<file path="src/hw/rtl/fpb_pkg.sv">
package fpb_pkg;

    // Parser phases; the two emit phases walk the payload memory
    typedef enum logic [2:0] {
        PH_HDR1    = 3'd0,
        PH_HDR2    = 3'd1,
        PH_LEN     = 3'd2,
        PH_CMD     = 3'd3,
        PH_DATA    = 3'd4,
        PH_CHK     = 3'd5,
        PH_EMIT_RD = 3'd6,
        PH_EMIT_WR = 3'd7
    } phase_t;

    // Register indexes on the configuration port
    localparam logic [7:0] CFG_SYNC_FIRST  = 8'd0;
    localparam logic [7:0] CFG_SYNC_SECOND = 8'd1;

    // Header bytes after reset
    localparam logic [7:0] SYNC_FIRST_RST  = 8'h55;
    localparam logic [7:0] SYNC_SECOND_RST = 8'hAA;

    localparam int CFG_IDX_W = 8;
    localparam int M_TDATA_W = 32;

endpackage

</file>
<file path="src/hw/rtl/framed_packet_byte_parser_core.sv">
// Channel   Direction  Payload
// s_        in         tdata[7:0] = rx_byte
// m_        out        tdata = frame_command, data_count, byte_position, data_value;
//                      tuser = data_present; tlast = last_of_frame
// cfg_      in         cfg_index = register index, cfg_data = register value
//
// One received byte is taken per cycle while parsing; the checksum byte waits
// until the output register is free.
// A good frame with N data bytes is then read out of the payload memory, each
// byte with one read step (EMIT_RD) and one load step (EMIT_WR); input is held
// off meanwhile. A frame without data gives its single result at once.
// aresetn is synchronous and active low; it clears the phase and the output valid and reloads the header bytes.
// A stalled m_ side holds the result and, while emitting, the memory walk.
module framed_packet_byte_parser_core #(
    parameter int MAX_DATA_BYTES = 32
) (
    input  logic                           aclk,
    input  logic                           aresetn,
    // rx_byte
    input  logic                           s_tvalid,
    output logic                           s_tready,
    input  logic [7:0]                     s_tdata,
    // frame_command[7:0], data_count[13:8], byte_position[18:14],
    // data_value[26:19], zero fill[31:27]
    output logic                           m_tvalid,
    input  logic                           m_tready,
    output logic [fpb_pkg::M_TDATA_W-1:0]  m_tdata,
    // data_present[0]
    output logic                           m_tuser,
    output logic                           m_tlast,
    input  logic                           cfg_valid,
    output logic                           cfg_ready,
    input  logic [fpb_pkg::CFG_IDX_W-1:0]  cfg_index,
    input  logic [7:0]                     cfg_data
);

    localparam int IDX_W = (MAX_DATA_BYTES > 1) ? $clog2(MAX_DATA_BYTES) : 1;
    localparam logic [7:0] LEN_MAX = 8'(MAX_DATA_BYTES + 1);
    localparam logic [6:0] STORE_DEPTH = 7'(MAX_DATA_BYTES);

    fpb_pkg::phase_t phase_reg, phase_next;

    logic [7:0] sync_first_reg, sync_second_reg;
    logic [7:0] frame_length_reg, frame_length_next;
    logic [7:0] held_command_reg, held_command_next;
    logic [7:0] running_check_reg, running_check_next;
    logic [5:0] data_received_reg, data_received_next;
    logic [5:0] emit_idx_reg, emit_idx_next;

    logic [7:0] payload_mem [MAX_DATA_BYTES];
    logic [7:0] rd_data_reg;

    logic       out_valid_reg;
    logic [7:0] out_cmd_reg;
    logic [5:0] out_count_reg;
    logic [4:0] out_pos_reg;
    logic [7:0] out_value_reg;
    logic       out_present_reg;
    logic       out_last_reg;

    logic       in_acc;
    logic       out_free;
    logic [7:0] rx_byte;
    logic [7:0] count8;
    logic       chk_match;
    logic       emit_last;
    logic       load_single;
    logic       load_emit;
    logic       mem_we;
    logic [5:0] dr_inc;

    assign rx_byte   = s_tdata;
    assign in_acc    = s_tvalid && s_tready;
    assign out_free  = !out_valid_reg || m_tready;
    assign count8    = frame_length_reg - 8'd1;
    assign chk_match = (rx_byte == running_check_reg);
    assign emit_last = ((8'(emit_idx_reg) + 8'd1) == count8);
    assign dr_inc    = data_received_reg + 6'd1;

    assign load_single = in_acc && (phase_reg == fpb_pkg::PH_CHK) && chk_match &&
                         (count8 == 8'd0);
    assign load_emit   = (phase_reg == fpb_pkg::PH_EMIT_WR) && out_free;
    assign mem_we      = in_acc && (phase_reg == fpb_pkg::PH_DATA) &&
                         ({1'b0, data_received_reg} < STORE_DEPTH);

    // Next phase
    always_comb begin
        phase_next = phase_reg;
        case (phase_reg)
            fpb_pkg::PH_HDR1: begin
                if (in_acc && rx_byte == sync_first_reg) phase_next = fpb_pkg::PH_HDR2;
            end
            fpb_pkg::PH_HDR2: begin
                if (in_acc) begin
                    if (rx_byte == sync_second_reg)     phase_next = fpb_pkg::PH_LEN;
                    else if (rx_byte == sync_first_reg) phase_next = fpb_pkg::PH_HDR2;
                    else                                phase_next = fpb_pkg::PH_HDR1;
                end
            end
            fpb_pkg::PH_LEN: begin
                if (in_acc) begin
                    if (rx_byte == 8'd0 || rx_byte > LEN_MAX) phase_next = fpb_pkg::PH_HDR1;
                    else                                      phase_next = fpb_pkg::PH_CMD;
                end
            end
            fpb_pkg::PH_CMD: begin
                if (in_acc) begin
                    if (frame_length_reg > 8'd1) phase_next = fpb_pkg::PH_DATA;
                    else                         phase_next = fpb_pkg::PH_CHK;
                end
            end
            fpb_pkg::PH_DATA: begin
                if (in_acc && ({2'b00, dr_inc} >= count8)) phase_next = fpb_pkg::PH_CHK;
            end
            fpb_pkg::PH_CHK: begin
                if (in_acc) begin
                    if (chk_match && count8 != 8'd0) phase_next = fpb_pkg::PH_EMIT_RD;
                    else                             phase_next = fpb_pkg::PH_HDR1;
                end
            end
            fpb_pkg::PH_EMIT_RD: begin
                phase_next = fpb_pkg::PH_EMIT_WR;
            end
            fpb_pkg::PH_EMIT_WR: begin
                if (out_free) begin
                    if (emit_last) phase_next = fpb_pkg::PH_HDR1;
                    else           phase_next = fpb_pkg::PH_EMIT_RD;
                end
            end
            default: begin
                phase_next = fpb_pkg::PH_HDR1;
            end
        endcase
    end

    // Handshake outputs per phase
    always_comb begin
        case (phase_reg)
            fpb_pkg::PH_CHK:     s_tready = out_free;
            fpb_pkg::PH_EMIT_RD: s_tready = 1'b0;
            fpb_pkg::PH_EMIT_WR: s_tready = 1'b0;
            default:             s_tready = 1'b1;
        endcase
    end

    // Frame fields and checksum
    always_comb begin
        frame_length_next  = frame_length_reg;
        held_command_next  = held_command_reg;
        running_check_next = running_check_reg;
        data_received_next = data_received_reg;
        emit_idx_next      = emit_idx_reg;
        if (in_acc) begin
            case (phase_reg)
                fpb_pkg::PH_LEN: begin
                    frame_length_next  = rx_byte;
                    running_check_next = rx_byte;
                end
                fpb_pkg::PH_CMD: begin
                    held_command_next  = rx_byte;
                    running_check_next = running_check_reg ^ rx_byte;
                    data_received_next = 6'd0;
                end
                fpb_pkg::PH_DATA: begin
                    data_received_next = dr_inc;
                    running_check_next = running_check_reg ^ rx_byte;
                end
                fpb_pkg::PH_CHK: begin
                    emit_idx_next = 6'd0;
                end
                default: begin
                end
            endcase
        end
        if (load_emit) emit_idx_next = emit_idx_reg + 6'd1;
    end

    // Control state
    always_ff @(posedge aclk) begin
        if (!aresetn) begin
            phase_reg       <= fpb_pkg::PH_HDR1;
            sync_first_reg  <= fpb_pkg::SYNC_FIRST_RST;
            sync_second_reg <= fpb_pkg::SYNC_SECOND_RST;
            out_valid_reg   <= 1'b0;
        end else begin
            phase_reg <= phase_next;
            if (cfg_valid && cfg_ready) begin
                if (cfg_index == fpb_pkg::CFG_SYNC_FIRST)  sync_first_reg  <= cfg_data;
                if (cfg_index == fpb_pkg::CFG_SYNC_SECOND) sync_second_reg <= cfg_data;
            end
            if (out_free) out_valid_reg <= load_single || load_emit;
        end
    end

    // Frame registers
    always_ff @(posedge aclk) begin
        frame_length_reg  <= frame_length_next;
        held_command_reg  <= held_command_next;
        running_check_reg <= running_check_next;
        data_received_reg <= data_received_next;
        emit_idx_reg      <= emit_idx_next;
    end

    // Payload memory: write on data bytes, registered read at the emit index
    always_ff @(posedge aclk) begin
        if (mem_we) payload_mem[data_received_reg[IDX_W-1:0]] <= rx_byte;
        rd_data_reg <= payload_mem[emit_idx_reg[IDX_W-1:0]];
    end

    // Output register
    always_ff @(posedge aclk) begin
        if (load_single) begin
            out_cmd_reg     <= held_command_reg;
            out_count_reg   <= 6'd0;
            out_pos_reg     <= 5'd0;
            out_value_reg   <= 8'd0;
            out_present_reg <= 1'b0;
            out_last_reg    <= 1'b1;
        end else if (load_emit) begin
            out_cmd_reg     <= held_command_reg;
            out_count_reg   <= count8[5:0];
            out_pos_reg     <= emit_idx_reg[4:0];
            out_value_reg   <= rd_data_reg;
            out_present_reg <= 1'b1;
            out_last_reg    <= emit_last;
        end
    end

    assign cfg_ready = 1'b1;
    assign m_tvalid  = out_valid_reg;
    assign m_tdata   = {5'd0, out_value_reg, out_pos_reg, out_count_reg, out_cmd_reg};
    assign m_tuser   = out_present_reg;
    assign m_tlast   = out_last_reg;

    // Input is held off during the memory walk
    a_no_input_in_emit: assert property (@(posedge aclk) disable iff (!aresetn)
        (phase_reg == fpb_pkg::PH_EMIT_RD || phase_reg == fpb_pkg::PH_EMIT_WR) |-> !s_tready)
        else $error("input accepted while emitting a frame");

    // A result without data is always the sole, last result of its frame
    a_empty_is_last: assert property (@(posedge aclk) disable iff (!aresetn)
        (m_tvalid && !m_tuser) |-> (m_tlast && out_count_reg == 6'd0))
        else $error("empty result is not the last of its frame");

    // Data capture starts at store index zero
    a_data_starts_zero: assert property (@(posedge aclk) disable iff (!aresetn)
        ($past(phase_reg) == fpb_pkg::PH_CMD && phase_reg == fpb_pkg::PH_DATA)
        |-> data_received_reg == 6'd0)
        else $error("data capture did not start at index zero");

endmodule

</file>
<file path="config.mk">
export PLATFORM = sky130hd
export DESIGN_NAME = framed_packet_byte_parser_core
export DESIGN_NICKNAME = d
export VERILOG_FILES = /design/src/hw/rtl/fpb_pkg.sv /design/src/hw/rtl/framed_packet_byte_parser_core.sv
export SDC_FILE = /design/constraint.sdc
export NUM_CORES = 1
export LEC_CHECK = 0
export BUFFER_PORTS_ARGS = -buffer_cell sky130_fd_sc_hd__buf_2
export CORE_MARGIN = 5
export CORE_UTILIZATION = 24
export CTS_CLUSTER_DIAMETER = 50
export DETAILED_ROUTE_END_ITERATION = 10
export PLACE_DENSITY = 0.35
export SLEW_MARGIN = 20
export SYNTH_ARGS = -nofsm -noshare
export SYNTH_HDL_FRONTEND = slang
export SYNTH_SLANG_ARGS = --single-unit
</file>
<file path="constraint.sdc">
create_clock -name aclk -period 5.7 [get_ports aclk]
set_input_delay 1.71 -clock aclk [delete_from_list [all_inputs] [get_ports aclk]]
set_output_delay 1.71 -clock aclk [all_outputs]
set_load 0.005 [all_outputs]
</file>
Word level (Yosys, flattened, before mapping) --
Memory sizes are Yosys's and may differ from the RTL's. A register that Yosys moved wholly into a read port is not among the register bits. Index checks and enable logic that the tools add are counted.
Storage, ports and cells: register bits after elaboration 85, RAM bits 256, input bits 29, output and inout bits 37, word-level logic and storage cells 102, memories kept 1
Cells by class: add/sub/neg operators 4, magnitude comparators 4, eq/ne operators 19, muxes and demuxes 24, bitwise operators 1, reduce and logical (&&, ||, !) cells 34
Memories:
- payload_mem | words 32, bits a word 8, rd ports 1, clocked after Yosys merged registers in 1, wr ports 1, RTL line framed_packet_byte_parser_core.sv:50 | logic [7:0] payload_mem [MAX_DATA_BYTES];
Operators by type and width (count):
- $mux W3 | 9
- $eq A8 B8 Y1 | 3
- $logic_not A8 Y1 | 3
- $pmux W3 S8 | 1
- $mux W6 | 3
- $mux W8 | 2
- $pmux W8 S2 | 1
- $reduce_and A2 Y1 | 7
- $add A6 B1 Y6 const B | 2
- $eq A3 B3 Y1 const B | 4
- $ne A2 B2 Y1 const B | 6
- $pmux W6 S2 | 1
- $logic_and A1 B1 Y1 | 10
- $reduce_bool A2 Y1 | 5
- $eq A7 B8 Y1 | 1
- $eq A8 B1 Y1 const B | 1
- $ge A6 B8 Y1 | 1
- $gt A8 B1 Y1 const B | 1
- $gt A8 B6 Y1 const B | 1
- $reduce_bool A8 Y1 | 1
- $sub A8 B1 Y8 const B | 1
- $xor A8 B8 Y8 | 1
- $add A6 B1 Y7 const B | 1
- $reduce_and A7 Y1 | 1
- other kinds (11) | 19

Depth between registers and ports, before layout --
Gate-level depths: netlist of the first run.
word-level depth 8, gate-level depth with buffers 12

Least setup slack after synthesis of the first run --
OpenSTA, ideal clock, no wires.
path type in2out, from in m_tready, to out s_tready, data arrival time 2156 ps, setup slack 1834 ps, stages 3, path buffers 0, path through nor2b_1 a21oi_1 nand2b_1
Between the ends: word-level cells in the longest chain between the ends 2
Ends and longest elaborated chain:
- from (decl) | RTL line framed_packet_byte_parser_core.sv:26 | input logic m_tready,
- $logic_or A1 B1 Y1 | RTL line framed_packet_byte_parser_core.sv:74 | assign out_free = !out_valid_reg || m_tready;
- $pmux W1 S2 | RTL line framed_packet_byte_parser_core.sv:138 | case (phase_reg)
- to (decl) | RTL line framed_packet_byte_parser_core.sv:21 | output logic s_tready,
Every way passes these cells.

Final worst setup path of the first run --
Same ends and word-level chain as after synthesis.

==> results of run 1 <==
final cells by class:
class | instances | area (um^2) | area share
Clock buffer | 69 | 1460 | 0.0855
Timing Repair Buffer | 73 | 400 | 0.0235
Inverter | 7 | 26.3 | 0.00154
Antenna cell | 1 | 2.50 | 0.000147
Multi-Input combinational cell | 425 | 4030 | 0.236
Clock inverter | 21 | 183 | 0.0107
Sequential cell | 349 | 9990 | 0.586
Tap cell | 773 | 967 | 0.0567
synthesized netlist by cell type, types with 9 or more instances:
library cell	n
edfxtp_1	300
mux4_2	80
nand2_1	64
nor2_1	59
dfxtp_1	49
clkbuf_1	31
xnor2_1	26
xor2_1	26
nand3_1	20
mux2i_1	17
ha_1	14
nor2b_1	13
nand3_2	9
o21ai_0	9
kinds of logic after synthesis:
kind of cell / Yosys count / synth area share
flops: 349 / 0.700
simple gates: 208 / 0.0727
mux: 105 / 0.145
buf+inv: 57 / 0.0187
xor+xnor: 52 / 0.0319
compound gates: 40 / 0.0191
fa+ha+maj: 14 / 0.0123
other cells: 2 / 0.000526
routing by layer:
metal | wire length (um) | part of all wire | track usage
met5 | 0 | 0 | 0
met4 | 666 | 0.017 | 0.0279
met3 | 1400 | 0.037 | 0.0235
met2 | 20000 | 0.52 | 0.214
met1 | 16300 | 0.42 | 0.153
power by group through the flow:
stage          sequential, uW  clock [uW]  combinational, uW
2_1_floorplan            2820           0               24.2
3_3_place_gp             2820           0               85.7
3_5_place_dp             2820           0               85.8
4_1_cts                  2770        3120               85.7
5_1_grt                  2770        3240               90.2
6_report                 2770        3020               80.1
how the worst max path moves through the flow:
stage	start	to
4_1_cts	m_tready	s_tready
2_1_floorplan	m_tready	s_tready
5_1_grt	m_tready	s_tready
6_report	m_tready	s_tready
3_5_place_dp	s_tdata[0]	out_cmd_reg[6]
3_3_place_gp	s_tdata[0]	out_cmd_reg[0]
through the flow:
stage	total power, uW	instance area, um^2	hold WS [ns]	worst slack (ns)	std cells
after CTS	5980	17100	0.414	1.51	1717
after global placement	2910	15400	0.403	1.31	1627
after global routing	6100	17100	0.434	1.46	1717
after detailed placement	2910	15400	0.399	1.25	1627
after floorplan	2850	14300	0.392	1.83	831
final	5870	17100	0.413	1.52	1718
worst reg2reg max path: stages, from the launching register on:
cell,delay [ns]
edfxtp_1,0.54
inv_1,0.12
ha_1,0.33
xnor2_1,0.53
nand4b_1,0.18
a211o_1,0.32
or4_4,0.75
nand2_1,0.44
==> impl_metrics.yaml, run 1 <==
global_routing:
  overflow: 0
  grt_pass1_wl_um: 56200
  grt_pass1_vias: 7795
  grt_max_degree: 40
  antenna_found_initial: 1
  grtUsageTotal: 0.121
power:
  power_frac_seq: 0.472
  leakage_uw: 0.00552
  cellPowerDensity_mw_per_mm2: 344
  swShare: 0.205
  intPower_uw: 4670
  switching_power_uw: 1200
  vdd_drop_max_v: 0.000188
  comb_power_share: 0.014
  clkPwrFrac: 0.515
placement:
  gp_congestion: 0.723
  place_hpwl_um: 24700
  numPortBuffers: 59
floorplan:
  core_mm2: 0.0589
  dieArea_mm2: 0.0644
  rows: 89
  start_util: 0.242
  fp.dieW_um: 254
  ios: 66
  die_h_um: 254
sta:
  slew_headroom: 0.303
  maxSlewViolCount: 0
  fin_crit_ns: 4.18
  fin_crit_sh: 0.733
  final-setup-viol-count: 0
  timing.fmax_mhz: 239
  hold_violations: 0
  grt_setup_unrepaired: "no"
  worst_slew_pin_slew_ns: 1.04
  fin_skew_ns: 0.0196
  tns_ns: 0
cells_and_area:
  post-route-util: 0.290
  layout-drive-gt1-share: 0.273
  mostFrequentLayoutCell: "edfxtp_1"
  syn_to_final_growth_pct: 19.6
  nNetsFinal: 949
  largest_reg_flops: 256
  nFillCells: 5798
  mostFrequentLayoutCells: "300 x edfxtp_1, 80 x mux4_2, 63 x nand2_1"
worst_hold_path:
  hold_end: "out_value_reg[5]"
  hold-path-cell-count: 2
  hold_path_class: "reg -> reg"
  min_from: "rd_data_reg[5]"
detailed_routing:
  wire_per_inst_um: 22.3
  vias: 7242
  drtIter0Drc: 410
  drt_first_pass_iters: 4
  ant_nets: 0
  avgViaCountPerCell: 4.22
  totalWireLength_um: 38300
  drc: 0
worst_setup_path:
  crit_buf_inv: 2
  crit_type: "in -> out"
  cp_top_family: "simple AND/OR/NAND/NOR gates"
  startpoint_type: "input pin"
  cp_data_arrival_time_ns: 2.47
  slowest_delay_ns: 0.22
  r2r_end: "out_cmd_reg[2]"
  cpMaxStageDelayCell: "nor2b_1"
  rrSetupSlack_ns: 2.15
  worst_setup_path_end_kind: "primary output"
  crit_fanout: 4
  worstPathCellList: "buf_2 > nor2b_1 > a21oi_1 > nand2b_1 > buf_2"
  reg2reg_from: "frame_length_reg[0]"
  worstPathRequired_ns: 3.99
  cp.depth: 5
  reg2reg_depth: 7
  cpMostUsedCell: "buf_2"
outcome:
  status: "completed"
logic_synthesis:
  syn-cell-area_mm2: 0.0143
  ys_async_sr_fraction: 0
  netlist_instances: 827
  seq_area_frac_synth: 0.700
  synth_top_area_frac: 0.631
  synth_edf_count: 300
  synth-seq-cells: 349
  synthFlopType: "edfxtp_1"
  synth_area_per_cell_um2: 17.3
  yosysTopAreaCell: "edfxtp_1"
  yosys-top-cells-area: "edfxtp_1 63%, mux4_2 13%, dfxtp_1 6.9%"
  synth.distinct_cells: 57
  yosys_warnings: 0
cts:
  cts_hold_buffers: 0
  cts_max_path_buffers: 3
  clockRootBuffer: "clkbuf_16"
  clock-sinks: 349
  cts-resized-gates: 0
  clk_pin_slew_ns: 0.05
  clk_latency_ns: 0.57
  htreeDepth: 2
  postCtsSetupBuffers: 0
  tritoncts: "yes"
  numCtsBuffers: 50
flow_run:
  drv_cap: 0
Note: power is estimated with default switching activity, not from simulation.
==> run 2: changes to the inputs <==
PLACE_DENSITY = 0.36   (was 0.35)
clock period = 3.4 ns   (was 5.7 ns; I/O delays follow)
==> run 2 against run 1 <==
Net effect:
- via count increased by 3.2%
- clock-buffer cell count decreased by 6
- die area unchanged
- flip-flop and latch count unchanged
- clock power increased by 54%
- register-to-register slack got worse by 1.6 ns
- power increased by 61%
- non-clock buffer count increased by 69
- setup slack got worse by 1.0 ns
- largest power group is now sequential cells
- first-iteration DRC count decreased by 12%
- highest routed layer unchanged
- design area increased by 2.4%
- worst hold slack improved by 0.0018 ns
==> impl_metrics.yaml, run 2 (synthesized netlist as in run 1, its figures left out) <==
sta:
  worst_slew_pin_slew_ns: 0.680
  fin_skew_ns: 0.0246
  timing.fmax_mhz: 347
  fin_crit_ns: 2.88
  fin_crit_sh: 0.848
  final-setup-viol-count: 0
  slew_headroom: 0.545
  grt_setup_unrepaired: "no"
  maxSlewViolCount: 0
  setup_ws_ns: 0.517
  tns_ns: 0
  hold_violations: 0
cells_and_area:
  post-route-util: 0.296
  syn_to_final_growth_pct: 22.4
  nNetsFinal: 1013
  mostFrequentLayoutCell: "edfxtp_1"
  layout-drive-gt1-share: 0.314
  fin_cells: 1781
  nFillCells: 5807
  largest_reg_flops: 256
  mostFrequentLayoutCells: "300 x edfxtp_1, 80 x mux4_2, 78 x buf_4"
detailed_routing:
  avgViaCountPerCell: 4.20
  vias: 7472
  totalWireLength_um: 39300
  drtIter0Drc: 359
  ant_nets: 0
  wire_per_inst_um: 22.0
  drt_first_pass_iters: 4
  drc: 0
worst_setup_path:
  worst_setup_path_end_kind: "primary output"
  cp_data_arrival_time_ns: 1.86
  startpoint_type: "input pin"
  crit_fanout: 4
  cpMaxStageDelayCell: "nor2b_1"
  slowest_delay_ns: 0.27
  cpMostUsedCell: "buf_2"
  worstPathRequired_ns: 2.38
  crit_type: "in -> out"
  worstPathCellList: "buf_2 > nor2b_1 > a21oi_1 > nand2b_1 > buf_2"
worst_hold_path:
  hold_path_class: "reg -> reg"
cts:
  cts_hold_buffers: 0
  clk_pin_slew_ns: 0.05
  clock-sinks: 349
  htreeDepth: 2
  cts_max_path_buffers: 3
  postCtsSetupBuffers: 0
  clk_latency_ns: 0.57
  clockRootBuffer: "clkbuf_16"
  tritoncts: "yes"
  numCtsBuffers: 45
  cts-resized-gates: 0
global_routing:
  grt_max_degree: 67
  antenna_found_initial: 2
  grtUsageTotal: 0.122
  grt_pass1_wl_um: 56900
  overflow: 0
  grt_pass1_vias: 7821
placement:
  numPortBuffers: 59
  gp_congestion: 0.759
  place_hpwl_um: 26500
  preCtsSetupSlack_ns: 0.434
  dp.cells: 1696
floorplan:
  start_util: 0.242
  fp.dieW_um: 254
  dieArea_mm2: 0.0644
  core_mm2: 0.0589
  die_h_um: 254
  rows: 89
  ios: 66
outcome:
  status: "completed"
flow_run:
  drv_cap: 0
power:
  cellPowerDensity_mw_per_mm2: 540
  vdd_drop_max_v: 0.000303
  leakage_uw: 0.00581
-- run 2: layout make-up --
| type | instances | area (um^2) | area share |
|---|---|---|---|
| flip-flops and latches | 349 | 9990 | 0.572 |
| clock inverters | 21 | 189 | 0.0108 |
| repair buffers | 142 | 981 | 0.0562 |
| clock buffers | 63 | 1280 | 0.0732 |
| multi-input cells | 425 | 4030 | 0.231 |
| inverters | 7 | 26.3 | 0.00150 |
| well taps | 773 | 967 | 0.0554 |
| diodes | 1 | 2.50 | 0.000143 |
-- run 2: path summary, 6_finish.rpt --
check	start	end	slack (ns)	depth (start not counted)
min	rd_data_reg[7]	out_value_reg[7]	0.42	2
max	m_tready	s_tready	0.52	5
min reg2reg	rd_data_reg[7]	out_value_reg[7]	0.42	2
max reg2reg	frame_length_reg[4]	out_cmd_reg[4]	0.53	7
-- run 2: per-stage QoR --
stage,total power [uW],area [um^2],hold WS [ns]
after floorplan,4770,14300,0.392
after global placement,4880,16000,0.402
after detailed placement,4880,16000,0.401
after CTS,9600,17500,0.420
after global routing,9760,17500,0.433
final,9430,17500,0.415
-- run 2: power by group --
part / internal (uW) / leakage, uW / switching (uW)
clock network: 2790 / 0.000714 / 1850
registers: 4640 / 0.00312 / 0.251
logic: 40.0 / 0.00197 / 107
total: 7470 / 0.00581 / 1960
-- run 2: per-layer routing --
| metal | track usage | vias up | part of all wire |
|---|---|---|---|
| li1 | - | 3490 | - |
| met1 | 0.167 | 3794 | 0.45 |
| met2 | 0.201 | 130 | 0.49 |
| met3 | 0.0206 | 58 | 0.040 |
| met4 | 0.0357 | 0 | 0.021 |
| met5 | 0 | - | 0 |
-- run 2: critical path: cells and delay by family --
| kind | cells | cell delay [ns] |
|---|---|---|
| simple gates | 2 | 0.45 |
| compound gates | 1 | 0.17 |
| buf+inv | 2 | 0.22 |
